`config.mk`:
```
export PLATFORM = sky130hd
export DESIGN_NAME = pbd_fifo
export DESIGN_NICKNAME = d
export VERILOG_FILES = /design/src/design/pbd_pkg.sv /design/src/design/pbd_fifo.sv
export SDC_FILE = /design/constraint.sdc
export NUM_CORES = 1
export LEC_CHECK = 0
export ABC_AREA = 1
export BUFFER_PORTS_ARGS = -buffer_cell sky130_fd_sc_hd__buf_4
export CORE_ASPECT_RATIO = 0.5
export CORE_MARGIN = 2
export CORE_UTILIZATION = 45
export CTS_BUF_LIST = sky130_fd_sc_hd__clkbuf_16
export DETAILED_ROUTE_END_ITERATION = 7
export RECOVER_POWER = 25
export SETUP_SLACK_MARGIN = 0.5
export SLEW_MARGIN = 20
export SYNTH_ARGS = -nofsm -noshare
export SYNTH_HDL_FRONTEND = slang
export SYNTH_SLANG_ARGS = --single-unit
```
`constraint.sdc`:
```
create_clock -name clk_i -period 1.7 [get_ports clk_i]
set_input_delay 0.34 -clock clk_i [delete_from_list [all_inputs] [get_ports clk_i]]
set_output_delay 0.34 -clock clk_i [all_outputs]
set_load 0.02 [all_outputs]
```
`src/design/pbd_pkg.sv`:
```
// shared types and constants for the packbits frame stream decoder
// no dependencies; used by every module of the block but pbd_ram
`timescale 1ns / 1ps

package pbd_pkg;

  // wire framing bytes
  localparam logic [7:0] SYNC_FIRST  = 8'hAA;
  localparam logic [7:0] SYNC_SECOND = 8'h55;
  localparam logic [7:0] FRAME_END   = 8'hBB;
  localparam logic [7:0] STOP_FIRST  = 8'hCC;
  localparam logic [7:0] STOP_SECOND = 8'hDD;

  // frame types
  localparam logic [7:0] KIND_RAW = 8'h00;
  localparam logic [7:0] KIND_XOR = 8'h02;

  // result event codes
  localparam logic [1:0] EV_FLUSH = 2'd0;
  localparam logic [1:0] EV_STOP  = 2'd1;
  localparam logic [1:0] EV_READ  = 2'd2;

  // command queue between parser and executor
  localparam int CMD_DEPTH = 4;
  localparam int CMD_PTR_W = 2;
  localparam int CMD_CNT_W = 3;

  typedef enum logic [2:0] {
    PH_IDLE,
    PH_HDR2,
    PH_TYPE,
    PH_LENHI,
    PH_LENLO,
    PH_DATA,
    PH_FLUSH,
    PH_STOP2
  } parse_phase_e;

  typedef enum logic [1:0] {
    UM_CTRL   = 2'd0,
    UM_LIT    = 2'd1,
    UM_RUN1   = 2'd2,
    UM_RUNREP = 2'd3
  } unpack_mode_e;

  typedef enum logic [2:0] {
    CMD_START,
    CMD_PUT,
    CMD_UNPACK,
    CMD_FLUSH,
    CMD_STOP,
    CMD_READ
  } cmd_op_e;

  typedef enum logic [2:0] {
    BK_CLEAR,
    BK_IDLE,
    BK_PUT_RD,
    BK_PUT_WR,
    BK_READ,
    BK_EMIT
  } back_state_e;

  typedef struct packed {
    logic        operation;
    logic [7:0]  stream_byte;
    logic [12:0] read_address;
  } in_item_t;

  typedef struct packed {
    logic [1:0]  event_kind;
    logic [15:0] frames_done;
    logic [12:0] bytes_decoded;
    logic [7:0]  frame_checksum;
    logic [7:0]  read_data;
  } out_item_t;

  typedef struct packed {
    cmd_op_e     op;
    logic [7:0]  data;
    logic [12:0] addr;
  } cmd_t;

endpackage

```
`src/design/pbd_fifo.sv`:
```
// short command queue between the stream parser and the executor
// depends on pbd_pkg
`timescale 1ns / 1ps

module pbd_fifo (
  input  logic          clk_i,
  input  logic          rst_ni,
  input  logic          push_i,
  input  pbd_pkg::cmd_t cmd_i,
  output logic          full_o,
  input  logic          pop_i,
  output pbd_pkg::cmd_t cmd_o,
  output logic          empty_o
);

  pbd_pkg::cmd_t                  mem_q [pbd_pkg::CMD_DEPTH];
  logic [pbd_pkg::CMD_PTR_W-1:0]  wr_q, wr_d;
  logic [pbd_pkg::CMD_PTR_W-1:0]  rd_q, rd_d;
  logic [pbd_pkg::CMD_CNT_W-1:0]  cnt_q, cnt_d;

  assign full_o  = (cnt_q == pbd_pkg::CMD_CNT_W'(pbd_pkg::CMD_DEPTH));
  assign empty_o = (cnt_q == '0);
  assign cmd_o   = mem_q[rd_q];

  always_comb begin
    wr_d  = push_i ? wr_q + 1'b1 : wr_q;
    rd_d  = pop_i ? rd_q + 1'b1 : rd_q;
    cnt_d = cnt_q + pbd_pkg::CMD_CNT_W'(push_i) - pbd_pkg::CMD_CNT_W'(pop_i);
  end

  always_ff @(posedge clk_i or negedge rst_ni) begin
    if (!rst_ni) begin
      wr_q  <= '0;
      rd_q  <= '0;
      cnt_q <= '0;
    end else begin
      wr_q  <= wr_d;
      rd_q  <= rd_d;
      cnt_q <= cnt_d;
    end
  end

  always_ff @(posedge clk_i) begin
    if (push_i) begin
      mem_q[wr_q] <= cmd_i;
    end
  end

`ifndef NO_ASSERTIONS
  a_no_overfill: assert property (@(posedge clk_i) disable iff (!rst_ni)
    cnt_q <= pbd_pkg::CMD_CNT_W'(pbd_pkg::CMD_DEPTH))
    else $error("command queue count beyond depth");
  a_no_underflow: assert property (@(posedge clk_i) disable iff (!rst_ni)
    pop_i |-> !empty_o)
    else $error("command popped from empty queue");
`endif

endmodule

```
==> out/qor.yml <==
outcome:
  status: "complete, but fails checks"
  violations: "negative setup slack"
sta:
  maxSlewViolCount: 0
  hold_viol_final: 0
  holdWs_ns: 0.192
  worst_pin_slew_ns: 0.223
  finalSetupViolCount: 24
  rsz0062_at_grt: "true"
  slew_headroom_pct: 85.1
  fin_crit_sh_pct: 107
  clock.fmax_mhz: 549
  setup_tns_ns: -1.34
  period_minus_slack_ns: 1.82
  fin_skew_ns: 0.00366
  finalWorstSetupSlack_ns: -0.122
drt:
  wl_um: 9810
  drt.antenna.violating_nets: 0
  dr.pass1.iters: 4
  num_vias: 3011
  wl_per_cell_um: 14.8
  drt_iter0_drc: 197
  vias_per_cell: 4.54
  drc_errors: 0
placement:
  portBuffers: 53
  placed_cells: 609
  place_congestion: 0.705
  dpl.hpwl_um: 5070
  placement.cell_area_um2: 5160
cells_and_area:
  seqCellArea_um2: 3060
  final_net_count: 558
  syn_to_final_growth_pct: 43.3
  n_fill_cell: 706
  multi_input_area_um2: 1180
  diodes: 0
  stdcell_count: 663
  final_area_um2: 6370
  drive_above_1_share_pct: 34.7
power:
  clkPwrFrac_pct: 19.7
  p_int_w: 0.00746
  total_power_w: 0.0117
  pwr-share-seq_pct: 30.5
  power.density_nw_per_um2: 1830
  swShare_pct: 36.2
  switching_power_w: 0.00423
  ir_worst_vdd_uv: 791
  p_leak_nw: 2.88
  comb_power_share_pct: 49.8
clock_network:
  h-tree-depth: 3
  clockRootBuffer: "clkbuf_16"
  clock-sinks: 103
  cts_buffers: 9
  clk_latency_ns: 0.35
  cts_buffer_depth: 2
  cts_tree: "built"
  path_clk_slew_ns: 0.06
global_route:
  met1_usage_pct: 25.8
  grt.overflow.total: 0
  grt.busiest_layer: "met2"
  grtUsageTotal_pct: 19.2
  antenna_found_initial: 0
  grt_pass1_vias: 2818
  grt_max_degree: 31
  grt_pass1_wl_um: 14600
  use_met3_pct: 4.89
  met2_usage_pct: 31.5
logic_synthesis:
  yosysMostFrequentCell: "nand2_1"
  synth-edff-count: 96
  synth-seq-cells: 103
  yosysSeqAreaShare_pct: 68.8
  synth_nets: 458
  synth_cell_types: 15
  synth_warnings: 0
  synth_area_um2: 4450
  yosys-top-cells-area: "edfxtp_1 (65%), nand2_1 (11%), inv_1 (9.1%), nand3_1 (5.5%), dfrtp_1 (3.9%)"
  synth_top_area_share_pct: 64.8
  yosys-top-cells-count: "nand2_1 (131), inv_1 (108), edfxtp_1 (96), nand3_1 (49), buf_2 (13)"
  ys_async_sr_fraction_pct: 6.80
  synth_top_cell_by_area: "edfxtp_1"
  syn_inst: 423
  synth_ff_type: "edfxtp_1"
  syn_avg_cell_area_um2: 10.5
run:
  drv_cap: 0
setup_path:
  worstSetupPathType: "reg2out"
  path_max_fanout: 20
  arrival_ns: 1.48
  worstSetupEndpointType: "output port"
  crit_chain: "buf_6 > nand2_1 > nand3_1 > nand2_2 > buf_4"
  cp_slowest_cell: "dfrtp_2"
  required_ns: 1.36
  cpPeakStageDelay_ns: 0.46
  crit_path_start_kind: "flip-flop"
floorplan:
  dieArea_um2: 10700
  num_io_pins: 54
  core-area_um2: 9510
  num_rows: 25
  die_h_um: 74.3
  die_x_um: 145
  initial_core_util_pct: 46.8
hold_path:
  hp-class: "in2reg"
cells by family (layout without fill, tap and decap cells):
group	Yosys count	after routing	synth area share (%)
compound gates	1	1	0.112
xor+xnor	3	3	0.591
fa+ha+maj	7	7	2.14
buf+inv	127	232	11.6
flops	103	103	68.8
simple gates	182	182	16.8
power by group through the flow:
stage,sequential [W],combinational (W),clock [W]
after floorplan,0.00351,0.00282,0
after global placement,0.00356,0.00408,0
after detailed placement,0.00357,0.00411,0
after CTS,0.00355,0.00517,0.00233
after global routing,0.00360,0.00627,0.00246
final,0.00356,0.00582,0.00230
placed cells by master (no fill, tap or decap):
cell,netlist,layout
buf_4,0,43
inv_8,0,2
buf_12,0,13
edfxtp_1,96,96
nand2_1,131,100
clkinv_2,0,2
inv_1,108,99
nand3_1,49,26
nand3_2,0,23
nor2_4,0,1
bufinv_16,0,3
buf_6,3,23
clkinvlp_4,0,4
dfrtp_2,0,3
fa_2,0,1
inv_2,2,4
dlygate4sd3_1,0,1
nand2_2,0,26
ha_4,0,6
nor3_2,0,1
nand2_4,0,5
o21ai_0,1,1
buf_16,0,7
dfrtp_1,7,4
inv_6,0,1
clkbuf_16,0,10
xor2_1,3,3
clkinv_4,0,1
inv_4,0,1
buf_8,0,3
clkbuf_1,1,15
worst max-delay path: cells and delay by family (launching register included):
kind                   cells  cell delay [ns]
flip-flops                 1             0.46
AND/OR/NAND/NOR            3             0.27
buffers and inverters      2             0.39
registers in the layout, summed over array words and instances (netlist names):
signal	count
rd_q	2
wr_q	2
mem_q	96
cnt_q	3
metal layers:
layer | vias up | routed length [µm]
met3 | 10 | 522
li1 | 1516 | -
met5 | - | 0
met4 | 0 | 131
met1 | 1421 | 4440
met2 | 64 | 4710
final timing paths:
check | from | endpoint | slack (ns) | cells after the start
worst min register to register | wr_q[1] | wr_q[1] | 0.66 | 2
min in group asynchronous | rst_ni | cnt_q[2] | 0.33 | 2
max in group asynchronous | rst_ni | rd_q[0] | 1.23 | 2
worst min-delay path | cmd_i[2] | mem_q[2][2] | 0.19 | 1
worst max register to register | wr_q[0] | mem_q[3][17] | 0.19 | 7
worst max-delay path | rd_q[0] | cmd_o[4] | -0.12 | 5
final cells by class:
class,count,area share (%)
repair buffers,106,18.4
inverters,110,7.07
clock buffers,9,3.54
flip-flops and latches,103,48.1
clock inverters,7,1.77
multi-input cells,193,18.5
well taps,135,2.65
stage by stage:
step	setup slack, ns	util, %
final	-0.122	67.0
after CTS	-0.0800	64.2
after detailed placement	0.178	54.3
after global routing	-0.180	67.0
after global placement	0.186	54.3
after floorplan	0.306	-
timing repair:
item	4_1_cts	5_1_grt
buffers inserted	17	12
endpoints found under the hold margin	7	0
gates cloned	7	1
hold buffers	1	0
gates resized for setup	65	42
pin swaps	2	9
setup endpoints to repair	124	124
No activity file was read; power rests on OpenSTA's default activity.
