<file path="config.mk">
export PLATFORM = sky130hd
export DESIGN_NAME = pbd_front
export DESIGN_NICKNAME = d
export VERILOG_FILES = /design/src/design/pbd_pkg.sv /design/src/design/pbd_front.sv
export SDC_FILE = /design/constraint.sdc
export NUM_CORES = 1
export LEC_CHECK = 0
export BUFFER_PORTS_ARGS = -buffer_cell sky130_fd_sc_hd__buf_2
export CORE_MARGIN = 2
export CORE_UTILIZATION = 40
export DETAILED_ROUTE_END_ITERATION = 6
export PLACE_DENSITY = 0.72
export SYNTH_ARGS = -nofsm -noshare
export SYNTH_HDL_FRONTEND = slang
export SYNTH_SLANG_ARGS = --single-unit
</file>
<file path="constraint.sdc">
create_clock -name clk_i -period 3.5 [get_ports clk_i]
set_input_delay 0.7 -clock clk_i [delete_from_list [all_inputs] [get_ports clk_i]]
set_output_delay 0.7 -clock clk_i [all_outputs]
set_load 0.05 [all_outputs]
</file>
<file path="src/design/pbd_pkg.sv">
// shared types and constants for the packbits frame stream decoder
// no dependencies; used by every module of the block but pbd_ram
`timescale 1ns / 1ps

package pbd_pkg;

  // wire framing bytes
  localparam logic [7:0] SYNC_FIRST  = 8'hAA;
  localparam logic [7:0] SYNC_SECOND = 8'h55;
  localparam logic [7:0] FRAME_END   = 8'hBB;
  localparam logic [7:0] STOP_FIRST  = 8'hCC;
  localparam logic [7:0] STOP_SECOND = 8'hDD;

  // frame types
  localparam logic [7:0] KIND_RAW = 8'h00;
  localparam logic [7:0] KIND_XOR = 8'h02;

  // result event codes
  localparam logic [1:0] EV_FLUSH = 2'd0;
  localparam logic [1:0] EV_STOP  = 2'd1;
  localparam logic [1:0] EV_READ  = 2'd2;

  // command queue between parser and executor
  localparam int CMD_DEPTH = 4;
  localparam int CMD_PTR_W = 2;
  localparam int CMD_CNT_W = 3;

  typedef enum logic [2:0] {
    PH_IDLE,
    PH_HDR2,
    PH_TYPE,
    PH_LENHI,
    PH_LENLO,
    PH_DATA,
    PH_FLUSH,
    PH_STOP2
  } parse_phase_e;

  typedef enum logic [1:0] {
    UM_CTRL   = 2'd0,
    UM_LIT    = 2'd1,
    UM_RUN1   = 2'd2,
    UM_RUNREP = 2'd3
  } unpack_mode_e;

  typedef enum logic [2:0] {
    CMD_START,
    CMD_PUT,
    CMD_UNPACK,
    CMD_FLUSH,
    CMD_STOP,
    CMD_READ
  } cmd_op_e;

  typedef enum logic [2:0] {
    BK_CLEAR,
    BK_IDLE,
    BK_PUT_RD,
    BK_PUT_WR,
    BK_READ,
    BK_EMIT
  } back_state_e;

  typedef struct packed {
    logic        operation;
    logic [7:0]  stream_byte;
    logic [12:0] read_address;
  } in_item_t;

  typedef struct packed {
    logic [1:0]  event_kind;
    logic [15:0] frames_done;
    logic [12:0] bytes_decoded;
    logic [7:0]  frame_checksum;
    logic [7:0]  read_data;
  } out_item_t;

  typedef struct packed {
    cmd_op_e     op;
    logic [7:0]  data;
    logic [12:0] addr;
  } cmd_t;

endpackage

</file>
<file path="src/design/pbd_front.sv">
// stream parser: tracks the frame header and turns header-end, payload, frame-end, stop and read beats into commands
// depends on pbd_pkg
`timescale 1ns / 1ps

module pbd_front (
  input  logic              clk_i,
  input  logic              rst_ni,
  input  logic              acc_i,
  input  pbd_pkg::in_item_t item_i,
  output logic              cmd_valid_o,
  output pbd_pkg::cmd_t     cmd_o
);

  pbd_pkg::parse_phase_e phase_q, phase_d;
  logic [7:0]            kind_q, kind_d;
  logic [15:0]           total_q, total_d;
  logic [15:0]           seen_q, seen_d;
  logic [7:0]            b;
  logic [15:0]           seen_inc;
  logic [15:0]           total_lo;

  assign b        = item_i.stream_byte;
  assign seen_inc = seen_q + 16'd1;
  assign total_lo = {total_q[15:8], b};

  // next phase
  always_comb begin
    phase_d = phase_q;
    if (acc_i && !item_i.operation) begin
      case (phase_q)
        pbd_pkg::PH_IDLE: begin
          if (b == pbd_pkg::SYNC_FIRST) begin
            phase_d = pbd_pkg::PH_HDR2;
          end else if (b == pbd_pkg::STOP_FIRST) begin
            phase_d = pbd_pkg::PH_STOP2;
          end
        end
        pbd_pkg::PH_HDR2: begin
          phase_d = (b == pbd_pkg::SYNC_SECOND) ? pbd_pkg::PH_TYPE : pbd_pkg::PH_IDLE;
        end
        pbd_pkg::PH_TYPE:  phase_d = pbd_pkg::PH_LENHI;
        pbd_pkg::PH_LENHI: phase_d = pbd_pkg::PH_LENLO;
        pbd_pkg::PH_LENLO: begin
          phase_d = (total_lo != 16'd0) ? pbd_pkg::PH_DATA : pbd_pkg::PH_FLUSH;
        end
        pbd_pkg::PH_DATA: begin
          if (seen_inc >= total_q) begin
            phase_d = pbd_pkg::PH_FLUSH;
          end
        end
        default: phase_d = pbd_pkg::PH_IDLE;
      endcase
    end
  end

  // header fields and payload counter
  always_comb begin
    kind_d  = kind_q;
    total_d = total_q;
    seen_d  = seen_q;
    if (acc_i && !item_i.operation) begin
      case (phase_q)
        pbd_pkg::PH_TYPE:  kind_d = b;
        pbd_pkg::PH_LENHI: total_d = {b, 8'h00};
        pbd_pkg::PH_LENLO: begin
          total_d = total_lo;
          seen_d  = 16'd0;
        end
        pbd_pkg::PH_DATA:  seen_d = seen_inc;
        default: ;
      endcase
    end
  end

  // command out
  always_comb begin
    cmd_valid_o = 1'b0;
    cmd_o.op    = pbd_pkg::CMD_READ;
    cmd_o.data  = b;
    cmd_o.addr  = 13'd0;
    if (acc_i) begin
      if (item_i.operation) begin
        cmd_valid_o = 1'b1;
        cmd_o.addr  = item_i.read_address;
      end else begin
        case (phase_q)
          pbd_pkg::PH_LENLO: begin
            cmd_valid_o = 1'b1;
            cmd_o.op    = pbd_pkg::CMD_START;
            cmd_o.data  = kind_q;
          end
          pbd_pkg::PH_DATA: begin
            cmd_valid_o = 1'b1;
            cmd_o.op    = (kind_q == pbd_pkg::KIND_RAW) ? pbd_pkg::CMD_PUT
                                                         : pbd_pkg::CMD_UNPACK;
          end
          pbd_pkg::PH_FLUSH: begin
            cmd_valid_o = (b == pbd_pkg::FRAME_END);
            cmd_o.op    = pbd_pkg::CMD_FLUSH;
          end
          pbd_pkg::PH_STOP2: begin
            cmd_valid_o = (b == pbd_pkg::STOP_SECOND);
            cmd_o.op    = pbd_pkg::CMD_STOP;
          end
          default: ;
        endcase
      end
    end
  end

  always_ff @(posedge clk_i or negedge rst_ni) begin
    if (!rst_ni) begin
      phase_q <= pbd_pkg::PH_IDLE;
      kind_q  <= 8'h00;
      total_q <= 16'd0;
      seen_q  <= 16'd0;
    end else begin
      phase_q <= phase_d;
      kind_q  <= kind_d;
      total_q <= total_d;
      seen_q  <= seen_d;
    end
  end

endmodule

</file>
==> impl_metrics.env, run 1 <==
export IMPL_status="finished, final reports clean"
export IMPL_hpwl_um=5030
export IMPL_htreeDepth=2
export IMPL_synth_largest_area_cell="dfrtp_1"
export IMPL_drt_iter0_drc=259
export IMPL_cts_setup_buffers=0
export IMPL_pwr_share_seq=0.386
export IMPL_finClkSkew_ns=0.00949
export IMPL_powerDensity_nw_per_um2=624
export IMPL_drive_gt1_frac=0.238
export IMPL_yosysTopAreaCellShare=0.378
export IMPL_layout_commonest_cell="buf_2"
export IMPL_relSlewSlack=0.342
export IMPL_place_port_buffers=49
export IMPL_rsz0062_at_grt="no"
export IMPL_wl_met2_um=3440
export IMPL_chipHeight_um=88.4
export IMPL_fmax_ghz=0.331
export IMPL_drc=0
export IMPL_row_count=30
export IMPL_grt_max_degree=44
export IMPL_syn_cell_area_um2=2850
export IMPL_synth_edf_count=0
export IMPL_worstSetupPathType="flop to flop"
export IMPL_synthCells=313
export IMPL_cap_viol_max_count=0
export IMPL_period_share=0.864
export IMPL_hold_path_class="flop to flop"
export IMPL_period_needed_ns=3.03
export IMPL_numCtsBuffers=5
export IMPL_setup_violations=0
export IMPL_clk_latency_ns=0.30
export IMPL_dieArea_um2=7810
export IMPL_slew_viol_final=0
export IMPL_gp_congestion=0.793
export IMPL_power_w=0.00206
export IMPL_hold_violations=0
export IMPL_antenna_found_initial=0
export IMPL_finalSetupTns_ns=0
export IMPL_async_flop_share=1.00
export IMPL_peakVddDrop_uv=419
export IMPL_ys_warn_count=0
export IMPL_p_sw_frac=0.398
export IMPL_crit_arrival_ns=3.22
export IMPL_end_kind="flop"
export IMPL_p_clk_frac=0.227
export IMPL_leakagePower_nw=1.61
export IMPL_synth_cell_types=46
export IMPL_grt_pass1_vias=2406
export IMPL_start_util=0.417
export IMPL_postCtsHoldBufs=0
export IMPL_cp_slowest_cell="dfrtp_1"
export IMPL_routedWlPerCell_um=15.3
export IMPL_die_width_um=88.4
export IMPL_diodes=0
export IMPL_ctsRootBufferMaster="clkbuf_8"
export IMPL_tightest_slew_ns=0.987
export IMPL_cp_required_ns=3.69
export IMPL_yosysSeqAreaShare=0.378
export IMPL_nets=398
export IMPL_post_cts_resized=0
export IMPL_synth_flop_cell="dfrtp_1"
export IMPL_ant_nets=0
export IMPL_crit_family="simple AND/OR/NAND/NOR gates"
export IMPL_cts_tree="yes"
export IMPL_dr_pass1_iters=4
export IMPL_grt_pass1_wl_um=11700
export IMPL_path_max_fanout=6
export IMPL_globalRouteOverflowTotal=0
export IMPL_synth_fp_nets=355
export IMPL_cts_clk_slew_worst_paths_ns=0.09
export IMPL_pwr_share_comb=0.387
export IMPL_coreArea_um2=6830
export IMPL_drt_met1_wl_um=3060
export IMPL_highest_layer="met4"
export IMPL_ios=50
export IMPL_clkSinkCount=43
export IMPL_cts_buffer_depth=2
export IMPL_viasPerCell=5.45
export IMPL_startpoint_type="flop"
export IMPL_yosys_register_bits=43
export IMPL_crit_buf_inv=0
export IMPL_vias=2470
export IMPL_area_growth_pct=15.8
export IMPL_crit_chain="ha_1, and4_1, and2_1, nand3_1, xnor2_1, ha_1, nand4_1, nor4_1, a31oi_1, a31oi_1, mux2_1"
export IMPL_met3_length_um=302
export IMPL_avgSynthCellArea_um2=9.09
export IMPL_cpPeakStageDelay_ns=0.44
export IMPL_p_sw_w=0.000820
export IMPL_grt_use_total=0.193
export IMPL_internal_power_w=0.00124
export IMPL_ys_top_cells_by_area="dfrtp_1, ha_1, mux2_2"
export IMPL_layout_common_cells="buf_2, dfrtp_1, nand2_1, nand3_1, o21ai_0"
export IMPL_wirelength_um=6930
==> flip-flops by register name (all words and copies together) (netlist names) <==
register,cells
total_q,16
phase_q,3
seen_q,16
kind_q,8
==> through the flow <==
stage	instances	instance area (um^2)	setup slack (ns)	util	hold WS, ns
floorplan	313	2850	0.683	-	0.404
global placement	445	3160	0.608	0.463	0.454
detailed placement	445	3160	0.499	0.463	0.456
CTS	453	3300	0.491	0.483	0.478
global route	453	3300	0.177	0.483	0.496
finish	453	3300	0.474	0.483	0.474
==> layer usage <==
layer / vias up / track usage
met5: - / 0
met4: 0 / 0.0482
met3: 11 / 0.0336
met2: 55 / 0.326
met1: 1194 / 0.258
li1: 1210 / -
==> worst paths after layout <==
path / startpoint / end / slack [ns] / depth (start not counted)
setup reg to reg: seen_q[0] / phase_q[0] / 0.47 / 11
hold / removal: total_q[6] / total_q[6] / 0.47 / 2
max in group asynchronous: rst_ni / total_q[9] / 2.33 / 1
setup / recovery: seen_q[0] / phase_q[0] / 0.47 / 11
hold reg to reg: total_q[6] / total_q[6] / 0.47 / 2
min in group asynchronous: rst_ni / seen_q[11] / 0.56 / 1
==> tightest hold or removal path, cell delays in order (launching register included) <==
cell and delay [ns]:
dfrtp_1 0.35, nand2_1 0.05, nand2_1 0.05
==> cells in the mapped netlist, types with 2 or more instances <==
cell	instances
a21oi_1	11
a22o_1	6
a31oi_1	6
a41oi_1	2
and2_1	2
and3_1	19
and4bb_1	2
and4bb_2	3
buf_2	10
clkbuf_1	5
dfrtp_1	43
ha_1	17
inv_1	15
mux2_2	16
nand2_1	39
nand2b_1	7
nand3_1	23
nand4_1	5
nor2_1	10
nor2b_1	2
nor4_1	7
o21a_1	3
o21ai_0	21
o21ai_1	4
o31ai_1	3
xnor2_1	8
xor2_1	5
==> area by class of cell <==
type / instances / area, um^2
Fill cell: 675 / 3530
Multi-Input combinational cell: 238 / 1630
Sequential cell: 43 / 1080
Timing Repair Buffer: 53 / 275
Tap cell: 96 / 120
Clock buffer: 5 / 68.8
Clock inverter: 3 / 67.6
Inverter: 15 / 56.3
==> logic make-up (layout without fill, tap and decap cells) <==
kind of cell               Yosys count  count (layout)  share of synthesized area
adders and majority gates           17              17                     0.0747
muxes                               18              18                     0.0708
xor gates and xnor gates            14              14                     0.0457
AOI/OAI and AO/OA                   64              64                      0.145
buffers and inverters               32              76                     0.0484
DFF                                 43              43                      0.378
and+or+nand+nor                    125             125                      0.237
==> power by group through the flow <==
stage                     logic (W)  clock network, W  registers [W]
final                      0.000795          0.000467       0.000795
after global routing       0.000899          0.000495       0.000820
after CTS                  0.000802          0.000475       0.000794
after detailed placement   0.000794                 0       0.000803
after global placement     0.000765                 0       0.000797
after floorplan            0.000628                 0       0.000745
No activity file was read; power rests on OpenSTA's default activity.
==> inputs of run 2 (changes only) <==
- CORE_ASPECT_RATIO: default -> 1.4
==> run 2 against run 1 <==
First-iteration DRC count shrank 25%. Sequential cell count is the same. Register-to-register slack lost 0.06 ns. Clock-buffer cell count is the same. Final cell count shrank 0.44%. Hold slack lost 0.0033 ns. Utilization shrank 1.2 points. Sequential share of layout area grew 0.33 points. Highest routed layer unchanged.
==> impl_metrics.env, run 2 (synthesis results as in run 1) <==
export IMPL_grt_pass1_vias=2438
export IMPL_dp_cells=443
export IMPL_cpPeakStageDelay_ns=0.44
export IMPL_row_count=36
export IMPL_tightest_slew_ns=0.968
export IMPL_start_util=0.410
export IMPL_area_growth_pct=14.7
export IMPL_drc=0
export IMPL_crit_chain="ha_1, and4_1, and2_1, nand3_1, xnor2_1, ha_1, nand4_1, nor4_1, a31oi_1, a31oi_1, mux2_1"
export IMPL_post_cts_resized=0
export IMPL_cap_viol_max_count=0
export IMPL_fmax_ghz=0.324
export IMPL_hold_path_class="flop to flop"
export IMPL_finClkSkew_ns=0.00505
export IMPL_cts_clk_slew_worst_paths_ns=0.09
export IMPL_powerDensity_nw_per_um2=603
export IMPL_globalRouteOverflowTotal=0
export IMPL_reg_top3="seen_q (16), total_q (16), kind_q (8)"
export IMPL_diodes=0
export IMPL_slew_viol_final=0
export IMPL_whs_ns=0.470
export IMPL_routedWlPerCell_um=14.7
export IMPL_dieArea_um2=7820
export IMPL_startpoint_type="flop"
export IMPL_status="finished, final reports clean"
export IMPL_viasPerCell=5.43
export IMPL_clk_latency_ns=0.30
export IMPL_chipHeight_um=104
export IMPL_place_port_buffers=49
export IMPL_relSlewSlack=0.355
export IMPL_path_max_fanout=6
export IMPL_nets=397
export IMPL_grt_max_degree=44
export IMPL_hold_violations=0
export IMPL_cts_tree="yes"
export IMPL_leakagePower_nw=1.60
export IMPL_finalSetupTns_ns=0
export IMPL_crit_arrival_ns=3.27
export IMPL_die_width_um=75.3
export IMPL_layout_common_cells="buf_2, dfrtp_1, nand2_1, nand3_1, o21ai_0"
export IMPL_clkSinkCount=43
export IMPL_gp_congestion=0.870
export IMPL_period_share=0.881
export IMPL_end_kind="flop"
export IMPL_worstSetupPathType="flop to flop"
export IMPL_instances_no_fill=451
export IMPL_wirelength_um=6620
export IMPL_ios=50
export IMPL_coreArea_um2=6940
export IMPL_cp_required_ns=3.69
export IMPL_htreeDepth=2
export IMPL_peakVddDrop_uv=399
export IMPL_drive_gt1_frac=0.236
export IMPL_period_needed_ns=3.08
export IMPL_ctsRootBufferMaster="clkbuf_8"
export IMPL_postCtsHoldBufs=0
export IMPL_rsz0062_at_grt="no"
export IMPL_drt_iter0_drc=195
export IMPL_cts_buffer_depth=2
export IMPL_setup_violations=0
export IMPL_cts_setup_buffers=0
export IMPL_utilization=0.471
export IMPL_layout_commonest_cell="buf_2"
export IMPL_grt_pass1_wl_um=11200
export IMPL_vias=2450
export IMPL_antenna_found_initial=0
export IMPL_dr_pass1_iters=4
export IMPL_cp_slowest_cell="dfrtp_1"
export IMPL_ant_nets=0
export IMPL_numCtsBuffers=5
export IMPL_grt_use_total=0.181
export IMPL_hpwl_um=4960
-- run 2: per-stage QoR --
step / worst slack [ns] / cell area, um^2 / total power (W)
3_3_place_gp: 0.586 / 3150 / 0.00155
4_1_cts: 0.463 / 3260 / 0.00198
6_report: 0.417 / 3260 / 0.00197
3_5_place_dp: 0.467 / 3150 / 0.00158
2_1_floorplan: 0.683 / 2850 / 0.00137
5_1_grt: 0.201 / 3260 / 0.00212
-- run 2: worst max-delay path: cells and delay by family (launching register included) --
family | cells | cell delay, ns
AO/OA/AOI/OAI | 2 | 0.37
XOR/XNOR | 1 | 0.15
adder cells (fa/ha/maj) | 2 | 0.53
flip-flops | 1 | 0.44
multiplexers | 1 | 0.35
AND/OR/NAND/NOR | 5 | 1.13
-- run 2: cell type report --
cell class,count,area [um^2]
fillers,682,3670
inverters,15,56.3
repair buffers,52,268
well taps,95,119
clock inverters,3,43.8
multi-input cells,238,1630
flip-flops and latches,43,1080
clock buffers,5,68.8
-- run 2: per-layer routing --
layer | vias up | part of all wire | global-route usage
met3 | 9 | 0.051 | 0.0302
met4 | 0 | 0.015 | 0.0589
met2 | 80 | 0.52 | 0.307
li1 | 1217 | - | -
met5 | - | 0 | 0
met1 | 1144 | 0.42 | 0.227
-- run 2: worst paths after layout --
check / from / end / slack (ns) / cells after the start
setup / recovery: seen_q[0] / phase_q[0] / 0.42 / 11
hold reg to reg: total_q[2] / total_q[2] / 0.47 / 2
hold / removal: total_q[2] / total_q[2] / 0.47 / 2
max in group asynchronous: rst_ni / total_q[0] / 2.35 / 1
min in group asynchronous: rst_ni / seen_q[14] / 0.55 / 1
setup reg to reg: seen_q[0] / phase_q[0] / 0.42 / 11
-- run 2: where the power goes --
part	leakage [nW]	total (W)	switching, W	internal [W]
sequential	0.546	0.000821	0.000161	0.000660
combinational	0.995	0.000751	0.000467	0.000284
clock	0.0581	0.000395	0.000182	0.000213
total	1.60	0.00197	0.000811	0.00116
==> inputs of run 3 (changes only) <==
- REMOVE_ABC_BUFFERS: default -> 1
==> run 3 against run 2 <==
Critical path depth did not move. Die area is the same. Sequential power shrank 0.6%. Register-to-register slack improved by 0.08 ns. Worst setup slack improved by 0.075 ns. Clock skew rose by 0.0023 ns. Via count is essentially flat. Critical path type unchanged. Critical endpoint unchanged. Largest power group unchanged.
==> impl_metrics.env, run 3 (synthesis results as in run 1) <==
export IMPL_startpoint_type="flop"
export IMPL_antenna_found_initial=0
export IMPL_coreArea_um2=6940
export IMPL_place_port_buffers=49
export IMPL_ctsRootBufferMaster="clkbuf_8"
export IMPL_hold_violations=0
export IMPL_dieArea_um2=7820
export IMPL_dp_slack_ns=0.522
export IMPL_tightest_slew_ns=0.946
export IMPL_cts_setup_buffers=0
export IMPL_dp_cells=443
export IMPL_cp_required_ns=3.69
export IMPL_cap_viol_max_count=0
export IMPL_power_w=0.00192
export IMPL_r2r_cells=11
export IMPL_diodes=0
export IMPL_start_util=0.410
export IMPL_finalSetupTns_ns=0
export IMPL_dr_pass1_iters=4
export IMPL_grt_pass1_wl_um=11400
export IMPL_cts_tree="yes"
export IMPL_clk_latency_ns=0.31
export IMPL_reg_top3="seen_q (16), total_q (16), kind_q (8)"
export IMPL_end_kind="flop"
export IMPL_wirelength_um=6710
export IMPL_period_share=0.859
export IMPL_nFillCells=682
export IMPL_hpwl_um=5070
export IMPL_postCtsHoldBufs=0
export IMPL_die_width_um=75.3
export IMPL_worstSetupPathType="flop to flop"
export IMPL_cts_buffer_depth=2
export IMPL_globalRouteOverflowTotal=0
export IMPL_hold_depth=2
export IMPL_htreeDepth=2
export IMPL_regArea_um2=1080
export IMPL_fmax_ghz=0.332
export IMPL_drc=0
export IMPL_viasPerCell=5.43
export IMPL_routedWlPerCell_um=14.9
export IMPL_relSlewSlack=0.370
export IMPL_post_cts_resized=0
export IMPL_powerDensity_nw_per_um2=593
export IMPL_ant_nets=0
export IMPL_grt_use_total=0.184
export IMPL_drive_gt1_frac=0.236
export IMPL_cts_clk_slew_worst_paths_ns=0.10
export IMPL_clkSinkCount=43
export IMPL_setup_slack_ns=0.492
export IMPL_area_growth_pct=14.1
export IMPL_multiInputGateArea_um2=1630
export IMPL_chipHeight_um=104
export IMPL_nets=397
export IMPL_instances_no_fill=451
export IMPL_setup_violations=0
export IMPL_vias=2451
export IMPL_grt_max_degree=44
export IMPL_rsz0062_at_grt="no"
export IMPL_status="finished, final reports clean"
export IMPL_layout_common_cells="buf_2, dfrtp_1, nand2_1, nand3_1, o21ai_0"
export IMPL_grt_pass1_vias=2420
export IMPL_leakagePower_nw=1.59
export IMPL_row_count=36
export IMPL_hold_path_class="flop to flop"
export IMPL_crit_arrival_ns=3.20
export IMPL_gp_congestion=0.843
export IMPL_peakVddDrop_uv=377
export IMPL_period_needed_ns=3.01
export IMPL_numCtsBuffers=5
export IMPL_ios=50
export IMPL_slew_viol_final=0
export IMPL_drt_iter0_drc=132
export IMPL_path_max_fanout=6
export IMPL_finClkSkew_ns=0.00735
export IMPL_layout_commonest_cell="buf_2"
==> run 3: cell count changes in the layout (fill, tap and decap cells not counted), sizes merged <==
cell,delta
clkinv,-1
inv,+2
bufinv,-1
==> run 3: area by class of cell <==
| type | count | area share |
|---|---|---|
| clock buffer | 5 | 0.0212 |
| multi-input combinational | 238 | 0.503 |
| inverter | 15 | 0.0173 |
| tap | 95 | 0.0366 |
| sequential | 43 | 0.331 |
| timing repair buffer | 52 | 0.0825 |
| clock inverter | 3 | 0.00809 |
==> run 3: critical path, cell delays in order (launching register included) <==
cell and delay, ns:
dfrtp_1 0.44, ha_1 0.25, and4_1 0.25, and2_1 0.24, nand3_1 0.14, xnor2_1 0.16
ha_1 0.28, nand4_1 0.13, nor4_1 0.29, a31oi_1 0.12, a31oi_1 0.24, mux2_1 0.35
==> run 3: final timing paths <==
kind,startpoint,endpoint,slack [ns]
max in group asynchronous,rst_ni,kind_q[2],2.38
max reg2reg,seen_q[0],phase_q[0],0.49
min,total_q[7],total_q[7],0.48
max,seen_q[0],phase_q[0],0.49
min reg2reg,total_q[7],total_q[7],0.48
min in group asynchronous,rst_ni,total_q[13],0.54
==> run 3: stage by stage <==
stage,utilization,hold slack (ns),cell area (um^2)
floorplan,-,0.404,2770
global placement,0.454,0.453,3150
detailed placement,0.454,0.458,3150
CTS,0.468,0.480,3250
global route,0.468,0.510,3250
finish,0.468,0.475,3250
==> run 3: routing by layer <==
layer	vias to the layer above	GRT usage	part of all wire
met3	5	0.0272	0.047
li1	1213	-	-
met1	1156	0.232	0.41
met2	77	0.322	0.53
met5	-	0	0
met4	0	0.0414	0.011
==> run 3: where the power goes <==
part	switching, W	internal, W	total, W	leakage, nW
Clock	0.000200	0.000147	0.000347	0.0491
Sequential	0.000156	0.000660	0.000816	0.546
Combinational	0.000477	0.000285	0.000762	0.995
Total	0.000833	0.00109	0.00192	1.59
